### src/hdl/oale_pkg.sv
// Package of the ordered list engine: operation and status codes, cell command.
// Used by every module of the block; depends on nothing.
`default_nettype none

package oale_pkg;

  typedef enum logic [2:0] {
    KIND_APPEND = 3'd0,
    KIND_INSERT = 3'd1,
    KIND_REMOVE = 3'd2,
    KIND_ERASE  = 3'd3,
    KIND_READ   = 3'd4,
    KIND_WRITE  = 3'd5
  } kind_t;

  typedef enum logic [1:0] {
    ST_OK    = 2'd0,
    ST_RANGE = 2'd1,
    ST_EMPTY = 2'd2,
    ST_FULL  = 2'd3
  } status_t;

  localparam int POS_W    = 4;
  localparam int DATA_W   = 32;
  localparam int STATUS_W = 2;
  localparam int CNT_W    = 5;

  typedef struct packed {
    logic shift_up;
    logic shift_down;
    logic load_pos;
    logic load_cnt;
  } cell_cmd_t;

endpackage

`default_nettype wire

### src/hdl/oale_cell.sv
// One list cell: holds one entry and takes its value from a neighbor or the input word.
// Depends on oale_pkg for the broadcast cell command.
`default_nettype none

module oale_cell #(
  parameter int IDX         = 0,
  parameter int VALUE_WIDTH = 32,
  parameter int CMPW        = 5
) (
  input  wire logic                   clk,
  input  wire oale_pkg::cell_cmd_t    cmd,
  input  wire logic [CMPW-1:0]        pos,
  input  wire logic [CMPW-1:0]        cnt,
  input  wire logic [VALUE_WIDTH-1:0] wval,
  input  wire logic [VALUE_WIDTH-1:0] prev_d,
  input  wire logic [VALUE_WIDTH-1:0] next_d,
  output logic      [VALUE_WIDTH-1:0] q
);

  localparam logic [CMPW-1:0] IDX_C = CMPW'(IDX);

  logic [VALUE_WIDTH-1:0] entry_r;
  logic [VALUE_WIDTH-1:0] entry_nxt;

  always_comb begin
    entry_nxt = entry_r;
    priority if (cmd.shift_up && (IDX_C > pos)) begin
      entry_nxt = prev_d;
    end else if ((cmd.shift_up || cmd.load_pos) && (IDX_C == pos)) begin
      entry_nxt = wval;
    end else if (cmd.load_cnt && (IDX_C == cnt)) begin
      entry_nxt = wval;
    end else if (cmd.shift_down && (IDX_C >= pos)) begin
      entry_nxt = next_d;
    end else begin
      entry_nxt = entry_r;
    end
  end

  always_ff @(posedge clk) begin
    entry_r <= entry_nxt;
  end

  assign q = entry_r;

endmodule

`default_nettype wire

### src/hdl/ordered_array_list_engine_top.sv
// Ordered list engine: a row of DEPTH cells, each shifting into its neighbor.
// Each accepted word's result word goes to the output register, which frees as it leaves.
// Throughput: one word per cycle, but none is taken while out_stall holds a result word.
// Reset (rst_n low, synchronous) empties the list and drops the pending result word.
// Cell contents have no reset; only entries below the count are ever read.
`default_nettype none

module ordered_array_list_engine_top #(
  parameter int DEPTH       = 16,
  parameter int VALUE_WIDTH = 32
) (
  input  wire logic                          clk,
  input  wire logic                          rst_n,
  input  wire logic                          in_valid,
  output logic                               in_stall,
  input  wire logic [2:0]                    in_kind,
  input  wire logic [oale_pkg::POS_W-1:0]    in_position,
  input  wire logic signed [oale_pkg::DATA_W-1:0] in_item_value,
  output logic                               out_valid,
  input  wire logic                          out_stall,
  output logic signed [oale_pkg::DATA_W-1:0] out_read_value,
  output logic [oale_pkg::STATUS_W-1:0]      out_status,
  output logic [oale_pkg::CNT_W-1:0]         out_entry_count
);

  localparam int CW   = $clog2(DEPTH + 1);
  localparam int CMPW = (CW > oale_pkg::POS_W) ? CW : oale_pkg::POS_W;
  localparam int NRD  = (DEPTH < (1 << oale_pkg::POS_W)) ? DEPTH : (1 << oale_pkg::POS_W);

  logic [CW-1:0]              count_r;
  logic [CW-1:0]              count_nxt;
  logic                       out_valid_r;
  logic signed [oale_pkg::DATA_W-1:0] rd_r;
  oale_pkg::status_t          status_r;
  logic [oale_pkg::CNT_W-1:0] cnt_out_r;

  logic                       in_acc;
  logic [CMPW-1:0]            pos_x;
  logic [CMPW-1:0]            cnt_x;
  logic                       full;
  logic                       rd_hit;
  oale_pkg::status_t          status_nxt;
  oale_pkg::cell_cmd_t        cmd;
  oale_pkg::cell_cmd_t        cmd_acc;
  logic [VALUE_WIDTH-1:0]     wval;
  logic [VALUE_WIDTH-1:0]     sel_q;
  logic [oale_pkg::DATA_W-1:0] sel_32;
  logic [oale_pkg::DATA_W-1:0] rd_nxt;
  logic [oale_pkg::CNT_W-1:0] cnt_out_nxt;
  logic [VALUE_WIDTH-1:0]     cell_q [DEPTH];

  assign in_stall = out_valid_r && out_stall;
  assign in_acc   = in_valid && !in_stall;
  assign pos_x    = CMPW'(in_position);
  assign cnt_x    = CMPW'(count_r);
  assign full     = (count_r == CW'(DEPTH));

  generate
    if (VALUE_WIDTH < oale_pkg::DATA_W) begin : g_narrow
      assign wval   = in_item_value[VALUE_WIDTH-1:0];
      assign sel_32 = {{(oale_pkg::DATA_W - VALUE_WIDTH){1'b0}}, sel_q};
    end else if (VALUE_WIDTH == oale_pkg::DATA_W) begin : g_same
      assign wval   = in_item_value;
      assign sel_32 = sel_q;
    end else begin : g_wide
      assign wval   = {{(VALUE_WIDTH - oale_pkg::DATA_W){in_item_value[oale_pkg::DATA_W-1]}},
                       in_item_value};
      assign sel_32 = sel_q[oale_pkg::DATA_W-1:0];
    end
    if (CW >= oale_pkg::CNT_W) begin : g_cnt_trunc
      assign cnt_out_nxt = count_nxt[oale_pkg::CNT_W-1:0];
    end else begin : g_cnt_ext
      assign cnt_out_nxt = {{(oale_pkg::CNT_W - CW){1'b0}}, count_nxt};
    end
  endgenerate

  always_comb begin
    cmd        = '0;
    status_nxt = oale_pkg::ST_OK;
    count_nxt  = count_r;
    rd_hit     = 1'b0;
    unique case (oale_pkg::kind_t'(in_kind))
      oale_pkg::KIND_APPEND: begin
        if (full) begin
          status_nxt = oale_pkg::ST_FULL;
        end else begin
          cmd.load_cnt = 1'b1;
          count_nxt    = count_r + 1'b1;
        end
      end
      oale_pkg::KIND_INSERT: begin
        if (pos_x > cnt_x) begin
          status_nxt = oale_pkg::ST_RANGE;
        end else if (full) begin
          status_nxt = oale_pkg::ST_FULL;
        end else begin
          cmd.shift_up = 1'b1;
          count_nxt    = count_r + 1'b1;
        end
      end
      oale_pkg::KIND_REMOVE: begin
        if (count_r == '0) begin
          status_nxt = oale_pkg::ST_EMPTY;
        end else begin
          count_nxt = count_r - 1'b1;
        end
      end
      oale_pkg::KIND_ERASE: begin
        if (pos_x >= cnt_x) begin
          status_nxt = oale_pkg::ST_RANGE;
        end else begin
          cmd.shift_down = 1'b1;
          count_nxt      = count_r - 1'b1;
        end
      end
      oale_pkg::KIND_READ: begin
        if (pos_x >= cnt_x) begin
          status_nxt = oale_pkg::ST_RANGE;
        end else begin
          rd_hit = 1'b1;
        end
      end
      oale_pkg::KIND_WRITE: begin
        if (pos_x >= cnt_x) begin
          status_nxt = oale_pkg::ST_RANGE;
        end else begin
          cmd.load_pos = 1'b1;
        end
      end
      default: begin
      end
    endcase
  end

  assign cmd_acc = in_acc ? cmd : '0;

  always_comb begin
    sel_q = '0;
    for (int i = 0; i < NRD; i++) begin
      if (in_position == oale_pkg::POS_W'(i)) begin
        sel_q = cell_q[i];
      end
    end
  end

  assign rd_nxt = rd_hit ? sel_32 : '0;

  generate
    for (genvar i = 0; i < DEPTH; i++) begin : g_cell
      logic [VALUE_WIDTH-1:0] prev_d;
      logic [VALUE_WIDTH-1:0] next_d;
      if (i == 0) begin : g_first
        assign prev_d = '0;
      end else begin : g_mid_lo
        assign prev_d = cell_q[i-1];
      end
      if (i == DEPTH - 1) begin : g_last
        assign next_d = cell_q[i];
      end else begin : g_mid_hi
        assign next_d = cell_q[i+1];
      end
      oale_cell #(
        .IDX         (i),
        .VALUE_WIDTH (VALUE_WIDTH),
        .CMPW        (CMPW)
      ) u_cell (
        .clk    (clk),
        .cmd    (cmd_acc),
        .pos    (pos_x),
        .cnt    (cnt_x),
        .wval   (wval),
        .prev_d (prev_d),
        .next_d (next_d),
        .q      (cell_q[i])
      );
    end
  endgenerate

  always_ff @(posedge clk) begin
    if (!rst_n) begin
      count_r     <= '0;
      out_valid_r <= 1'b0;
    end else begin
      if (in_acc) begin
        count_r     <= count_nxt;
        out_valid_r <= 1'b1;
      end else if (!out_stall) begin
        out_valid_r <= 1'b0;
      end
    end
  end

  always_ff @(posedge clk) begin
    if (in_acc) begin
      rd_r      <= rd_nxt;
      status_r  <= status_nxt;
      cnt_out_r <= cnt_out_nxt;
    end
  end

  assign out_valid       = out_valid_r;
  assign out_read_value  = rd_r;
  assign out_status      = status_r;
  assign out_entry_count = cnt_out_r;

endmodule

`default_nettype wire

### config.mk
export PLATFORM = sky130hd
export DESIGN_NAME = ordered_array_list_engine_top
export DESIGN_NICKNAME = d
export VERILOG_FILES = /design/src/hdl/oale_pkg.sv /design/src/hdl/oale_cell.sv /design/src/hdl/ordered_array_list_engine_top.sv
export SDC_FILE = /design/constraint.sdc
export NUM_CORES = 1
export LEC_CHECK = 0
export BUFFER_PORTS_ARGS = -buffer_cell sky130_fd_sc_hd__buf_2
export CAP_MARGIN = 25
export CORE_MARGIN = 4
export CORE_UTILIZATION = 45
export DETAILED_ROUTE_END_ITERATION = 6
export GPL_ROUTABILITY_DRIVEN = 0
export PLACE_DENSITY = 0.6
export SYNTH_ARGS = -nofsm -noshare
export SYNTH_HDL_FRONTEND = slang
export SYNTH_SLANG_ARGS = --single-unit
### constraint.sdc
create_clock -name clk -period 8.3 [get_ports clk]
set_clock_uncertainty 0.05 [all_clocks]
set_input_delay 0.415 -clock clk [delete_from_list [all_inputs] [get_ports clk]]
set_output_delay 0.415 -clock clk [all_outputs]
set_load 0.1 [all_outputs]
* Word level (Yosys, flattened, before mapping) *
Index checks and enable logic that the tools add are counted.

cells by class
  div/mod/pow operators = 0
  add/subtract/negate cells = 2
  magnitude comparators = 33
  reductions and logical operators = 88
  bitwise logic cells = 0
  shift-type cells = 0
  multipliers = 0
  eq/ne operators = 52
  muxes and demuxes = 99

operator list
  kind                                                                                number
  32-bit two-way mux                                                                  78
  1-bit logical AND                                                                   65
  4-bit nonzero test                                                                  14
  4-bit by 5-bit equality test with 1-bit output, first input constant                8
  4-bit equality test, first input constant                                           8
  4-bit equality test, second input constant                                          8
  4-bit > comparator, first input constant                                            8
  4-bit greater-or-equal comparator, first input constant                             7
  3-bit by 5-bit equality test with 1-bit output, first input constant                4
  5-bit two-way mux                                                                   4
  5-bit one-hot mux with 4 select lines                                               1
  3-bit by 4-bit equality test with 1-bit output, first input constant                4
  4-bit by 3-bit equality test with 1-bit output, second input constant               4
  3-bit by 4-bit greater-or-equal comparator with 1-bit output, first input constant  4
  3-bit by 4-bit > comparator with 1-bit output, first input constant                 4
  1-bit two-way mux                                                                   11
  2-bit by 5-bit equality test with 1-bit output, first input constant                2
  5-bit zero test                                                                     2
  2-bit by 4-bit equality test with 1-bit output, first input constant                2
  4-bit by 2-bit equality test with 1-bit output, second input constant               2
  1-bit by 4-bit greater-or-equal comparator with 1-bit output, first input constant  2
  2-bit by 4-bit greater-or-equal comparator with 1-bit output, first input constant  2
  1-bit by 4-bit > comparator with 1-bit output, first input constant                 2
  2-bit by 4-bit > comparator with 1-bit output, first input constant                 2
  other kinds (21)                                                                    26

word-level totals
  output and inout port bits = 41
  bits of input ports = 43
  memories = 0
  bits in read-only memories = 0
  latch bits = 0
  RAM bits = 0
  logic and storage cells = 295
  flip-flop bits (word level) = 557

* Longest topological paths before layout *
  depth in word-level cells = 17
  gate-level depth with buffers = 16
  mapped depth without buffers = 8

* Modules after synthesis *
From an unflattened synthesis, not the netlist that was laid out.

second synthesis, totals
  cell total of the unflattened synthesis = 3626
  area total of the unflattened synthesis = 37329.6 um^2

modules (own cells, without submodules)
  module                          sequential area each (um^2)  times used  cells an instance  area each (um^2)
  ordered_array_list_engine_top   1291.2                       1           941                6884.1
  oale_cell at g_cell[8].u_cell   960.9                        1           147                2187.1
  oale_cell at g_cell[4].u_cell   960.9                        1           148                2144.6
  oale_cell at g_cell[12].u_cell  960.9                        1           150                2079.5
  oale_cell at g_cell[6].u_cell   960.9                        1           191                2057.0
  oale_cell at g_cell[11].u_cell  960.9                        1           191                1999.4
  oale_cell at g_cell[13].u_cell  960.9                        1           191                1998.2
  oale_cell at g_cell[10].u_cell  960.9                        1           196                1990.7
  oale_cell at g_cell[14].u_cell  960.9                        1           194                1981.9
  oale_cell at g_cell[5].u_cell   960.9                        1           194                1950.6
  oale_cell at g_cell[2].u_cell   960.9                        1           191                1903.1
  oale_cell at g_cell[7].u_cell   960.9                        1           192                1848.0
  oale_cell at g_cell[15].u_cell  960.9                        1           146                1751.7
  oale_cell at g_cell[1].u_cell   960.9                        1           147                1731.7
  3 more rows                     -                            -           -                  -

* Worst setup path after synthesis *
No wires, ideal clock.

  path kind = input to register
  start point = input in_position[0] (netlist name)
  end point = register g_cell[0].u_cell.entry_r[0], enable pin
  setup slack = 2.837 ns
  data required time = 7.784 ns
  cell stages on the path = 15
  library setup time = 0.466 ns
  data arrival time = 4.948 ns
  buffers on the path = 7
  cells stage by stage = buf_4 > buf_4 > inv_2 > clkbuf_1 > clkbuf_1 > ha_1 > nand2_1 > nor2_4 > a21oi_4 > buf_6 > buf_8 > buf_6 > nor3_1 > nor2_1 > o21ai_0

on the way
  cells in the longest elaborated chain, start to end = 7
  elaborated cells between the ends (all ways) = 16
  classes of those cells = order compare (4); mux (6); reduce/logical (6)

RTL lines
  item                                                                                                                                  RTL line                                                                                                         source
  start: declaration                                                                                                                    ordered_array_list_engine_top.sv:17                                                                              input wire logic [oale_pkg::POS_W-1:0] in_position,
  4-bit by 5-bit > comparator with 1-bit output / 4-bit by 5-bit greater-or-equal comparator with 1-bit output (equally long branches)  ordered_array_list_engine_top.sv:92, ordered_array_list_engine_top.sv:109, ordered_array_list_engine_top.sv:124
  1-bit two-way mux, on equally long branches                                                                                           ordered_array_list_engine_top.sv:92, ordered_array_list_engine_top.sv:109, ordered_array_list_engine_top.sv:124
  1-bit two-way mux                                                                                                                     ordered_array_list_engine_top.sv:82                                                                              unique case (oale_pkg::kind_t'(in_kind))
  4-bit two-way mux                                                                                                                     ordered_array_list_engine_top.sv:135                                                                             assign cmd_acc = in_acc ? cmd : '0;
  1-bit logical OR                                                                                                                      oale_cell.sv:29                                                                                                  end else if ((cmd.shift_up || cmd.load_pos) && (IDX_C == pos)) begin
  1-bit logical AND                                                                                                                     oale_cell.sv:29
  3-bit nonzero test (no line)                                                                                                          -
  end signal: assignment                                                                                                                oale_cell.sv:41                                                                                                  entry_r <= entry_nxt;
  end: declaration                                                                                                                      oale_cell.sv:22                                                                                                  logic [VALUE_WIDTH-1:0] entry_r;

Parallel ways exist; a longest one is shown, timed or not.
A chain may end at the register's enable or synchronous reset.

* Worst setup path in the final report *
  start point = register count_r[3], in the netlist cnt_x[3]
  end point = register g_cell[10].u_cell.entry_r[19], enable pin

on the way
  cells in the longest elaborated chain, start to end = 8
  elaborated cells between the ends (all ways) = 18
  classes of those cells = order compare (2); eq/ne (2); mux (8); reduce/logical (6)

RTL lines
  item                                                                                                   RTL line                              source
  start: declaration                                                                                     ordered_array_list_engine_top.sv:30   logic [CW-1:0] count_r;
  start signal: assignment                                                                               ordered_array_list_engine_top.sv:185  count_r <= count_nxt;
  parallel branches: the longest is 7 deep, another holds 4-bit by 5-bit > comparator with 1-bit output  -
  4-bit nonzero test (no line) *                                                                         -
  end signal: assignment                                                                                 oale_cell.sv:41
  end: declaration                                                                                       oale_cell.sv:22

Every way passes the cells marked *.

==> results.md <==
Synth:
- In this run, synthesis inferred ~550 flip-flops with an integrated enable.
- The average instance in the mapped netlist occupies between 9 and 10 µm².
- For this run, the register share of the synthesized area comes to between 40% and 50%.
- After synthesis, the share of flip-flops with an asynchronous set or reset is 0%.
- The synthesized net count is around 3800.
- The count of warnings emitted by yosys is 0.
- The total of flip-flops plus latches after synthesis is roughly 560.
- Sorting the synthesized cells by area gives the leading types as sky130_fd_sc_hd__edfxtp_1, sky130_fd_sc_hd__nand2_1, sky130_fd_sc_hd__a31oi_1.
- In the synthesized netlist the dominant register cell turns out to be sky130_fd_sc_hd__edfxtp_1.
- Yosys mapped the design onto 93 distinct sky130hd cell types.
- The synthesized instance count is between 3000 and 4000.
- The largest total area in the synthesized netlist belongs to sky130_fd_sc_hd__edfxtp_1.
- Summed over its instances, the top area cell type makes up a little under half of the synthesized netlist area.
- After synthesis the cells add up to ~35000 µm².

STA:
- In the final timing run, aggregate negative setup slack is 0 ps.
- In this run the tightest slew margin relative to its limit is 24.7%.
- The maximum frequency from static timing analysis is between 0.2 and 0.25 GHz.
- Setup repair after global routing left no endpoint under its margin.
- The part of the cycle the worst path needs is a little under three fifths.
- The total setup violations reported at the end of the flow is 0.
- The number of failing hold endpoints at the final stage came to 0.
- The number of slew-limit violations in the final report is 0.
- The clock period could shrink to 4680 ps.
- At the pin with the least slew margin, the transition time is around 1100 ps.

Worst setup path:
- The cell family contributing the most delay on the critical path is buffers and inverters.
- The critical path goes through inv_1, ha_1, a21o_1, nand2_1, a21o_2, buf_4, nand3_2, buf_4, a211o_1, nand2_1, buf_4.
- The worst stage delay on the critical path is between 700 and 800 ps.
- The nature of the critical path startpoint is a flip-flop.
- The cell with the biggest individual delay on the critical path is sky130_fd_sc_hd__dfxtp_1.
- The endpoint class of the critical path is a flip-flop.
- The buffering stage count on the worst path with inverters included is 4.
- The critical path class is reg2reg.
- Data on the critical path arrives at its endpoint at approximately 5000 ps.
- The data required time of the worst path is ~8500 ps.
- In this run the worst path has a maximum fanout of 77.
- The most frequent cell on the critical path is sky130_fd_sc_hd__buf_4.

Clocking:
- The H-tree depth reported by CTS is 3.
- The total CTS buffers is 68.
- CTS saw around 560 sinks.
- Clock-pin slew was measured on the worst setup and hold paths at roughly 50 ps.
- The clock tree root driver cell is sky130_fd_sc_hd__clkbuf_16.
- The number of buffers between clock root and the deepest sink is 3.
- The clock latency on the worst-skew pair is 630 ps.
- The clock tree from TritonCTS is yes.

Routing:
- Dividing the detail-routed wire length by the instance count gives 28.8 µm.
- The overall via count from detail_route is between 30000 and 40000.
- The routed wire length is roughly 130000 µm.
- The count of nets left with antenna violations after detail routing is 0.
- The DRC violation count after routing is 2.
- For this block, the initial DRC count from the detailed router was 4027.
- The length of the first detailed-routing pass in iterations is 7.
- The detail-routed via count per cell is roughly 6.7.

Die:
- After floorplanning, the core was divided into 102 placement rows.
- The die height is 288 µm.
- The die covers 82800 µm².
- The core outline area is slightly below 80000 µm².
- 84 I/O pins were placed.
- In this run the horizontal extent of the chip is roughly 290 µm.
- The starting utilization of the core area is 45.4%.

Global route:
- Entering global routing, the biggest net connects 78 pins.
- The number of antenna violations at the first check in global routing is 0.
- In the global route stage, overall resource usage came out at between 30% and 40%.
- The aggregate global routing overflow is 0.
- The global-route wire length before repair is 197000 µm.
- The via count of the first global-routing pass is 29900.

Layout:
- The share of post-route cells with drive strength above 1 is between 10% and 20%.
- Excluding fillers, the count of instances in the completed layout stands at 4662.
- The synthesis-to-layout area growth is 8.30%.
- The final-stage net count is 3626.
- The share of the core filled with cells is a little under 50%.
- The most common cell after layout, fill and taps aside is sky130_fd_sc_hd__nand2_1.
- The number of diodes is 0.
- In the layout the commonest cells are sky130_fd_sc_hd__nand2_1, sky130_fd_sc_hd__edfxtp_1, sky130_fd_sc_hd__nor2_1.

Status:
- The flow ran to the end, but the final reports show violations.
- The checks that failed: design-rule violations.

Power:
- For this design the static power due to leakage is roughly 13 nW.
- The worst-case IR drop observed on VDD is between 100 and 150 µV.
- The power density of the placed cells is 177 nW/µm².

Placed design:
- Buffers placed on the I/O ports in this run total 83.
- In this run, placement finished with an instance count of 4539.
- Detailed placement ended at an HPWL of between 80000 and 90000 µm.

Flow run:
- The max capacitance violation total is 0.

Min path:
- The worst hold path class is in2reg.
[synth_stat cells (16+ instances only)]
| library cell | n |
|---|---|
| sky130_fd_sc_hd__a22oi_1 | 48 |
| sky130_fd_sc_hd__buf_4 | 32 |
| sky130_fd_sc_hd__a31oi_1 | 300 |
| sky130_fd_sc_hd__nand3_1 | 65 |
| sky130_fd_sc_hd__nand2b_1 | 71 |
| sky130_fd_sc_hd__mux2i_1 | 111 |
| sky130_fd_sc_hd__a21boi_0 | 32 |
| sky130_fd_sc_hd__nor2_1 | 363 |
| sky130_fd_sc_hd__edfxtp_1 | 551 |
| sky130_fd_sc_hd__nor3b_1 | 62 |
| sky130_fd_sc_hd__mux2_2 | 86 |
| sky130_fd_sc_hd__nor2b_1 | 22 |
| sky130_fd_sc_hd__buf_2 | 110 |
| sky130_fd_sc_hd__o21a_1 | 73 |
| sky130_fd_sc_hd__a21oi_1 | 210 |
| sky130_fd_sc_hd__a211oi_1 | 21 |
| sky130_fd_sc_hd__a221oi_1 | 23 |
| sky130_fd_sc_hd__mux4_2 | 16 |
| sky130_fd_sc_hd__clkbuf_1 | 226 |
| sky130_fd_sc_hd__nand3b_1 | 30 |
| sky130_fd_sc_hd__nand2_1 | 591 |
| sky130_fd_sc_hd__o31a_1 | 65 |
| sky130_fd_sc_hd__buf_1 | 16 |
| sky130_fd_sc_hd__o21ai_0 | 222 |
| sky130_fd_sc_hd__a2bb2oi_1 | 41 |
| sky130_fd_sc_hd__nor3_1 | 34 |
[cells by family (layout without fill, tap and decap cells)]
group	after synthesis	count (layout)	synth area share [%]
compound gates	1197	1197	22.7
xor+xnor	3	3	0.0747
fa+ha+maj	10	10	0.355
buf+inv	416	324	5.45
flops	557	557	47.3
mux	220	220	7.15
simple gates	1311	1311	16.9
[what timing repair did]
item                       in CTS  in global routing
hold endpoints to repair        1                  0
resized for setup               0                  0
hold buffers                    2                  0
setup endpoints to repair       0                  0
buffers inserted                0                  0
[per-layer routing]
layer  global-route usage (%)  wire length (µm)  part of all wire [%]  up-vias
met5                        0                 0                     0        -
met4                     16.9              8080                   6.0        0
met3                     4.51             12000                   9.0      399
met2                     50.7             62000                    46     1904
met1                     41.0             52000                    39    15400
li1                         -                 -                     -    13600
[worst paths after layout]
| kind | start | endpoint | slack [ps] | cells past startpoint |
|---|---|---|---|---|
| setup / recovery | cnt_x[3] | g_cell[10].u_cell.q[19] | 3620 | 11 |
| hold / removal | rst_n | cnt_x[4] | 40 | 3 |
| setup reg to reg | cnt_x[3] | g_cell[10].u_cell.q[19] | 3620 | 11 |
| hold reg to reg | g_cell[3].u_cell.q[3] | g_cell[4].u_cell.q[3] | 530 | 2 |
[metrics by stage]
step / setup WS (ps) / area (µm²) / hold WS, ps / power (mW)
after floorplan: 2840 / 35200 / 481 / 3.73
after global placement: 3290 / 36000 / 510 / 3.98
after detailed placement: 3300 / 36100 / 518 / 3.99
after CTS: 3660 / 38100 / 22.4 / 6.75
after global routing: 3350 / 38100 / 67.3 / 6.91
final: 3620 / 38100 / 43.8 / 6.74
[power by group]
part	switching, mW	internal, mW	total [mW]
Sequential	0.0472	3.14	3.19
Clock	1.24	1.54	2.79
Combinational	0.568	0.195	0.763
Total	1.86	4.88	6.74
[cell type report]
type	instances	area [µm²]
fillers	7293	39300
clock inverters	31	170
multi-input cells	2741	16800
inverters	17	63.8
well taps	1040	1300
flip-flops and latches	557	16700
repair buffers	188	1270
clock buffers	88	1820
[worst min-delay path, cell delays in order]
cell and delay [ps]:
sky130_fd_sc_hd__buf_2 120, sky130_fd_sc_hd__o21ai_0 70, sky130_fd_sc_hd__a31oi_1 40
[flip-flops by register name, summed over array words and instances, names as in the netlist]
| register | count |
|---|---|
| out_valid | 1 |
| cnt_x | 5 |
| out_status | 2 |
| out_entry_count | 5 |
| out_read_value | 32 |
| g_cell.u_cell.q | 512 |
(Power assumes the default switching activity.)
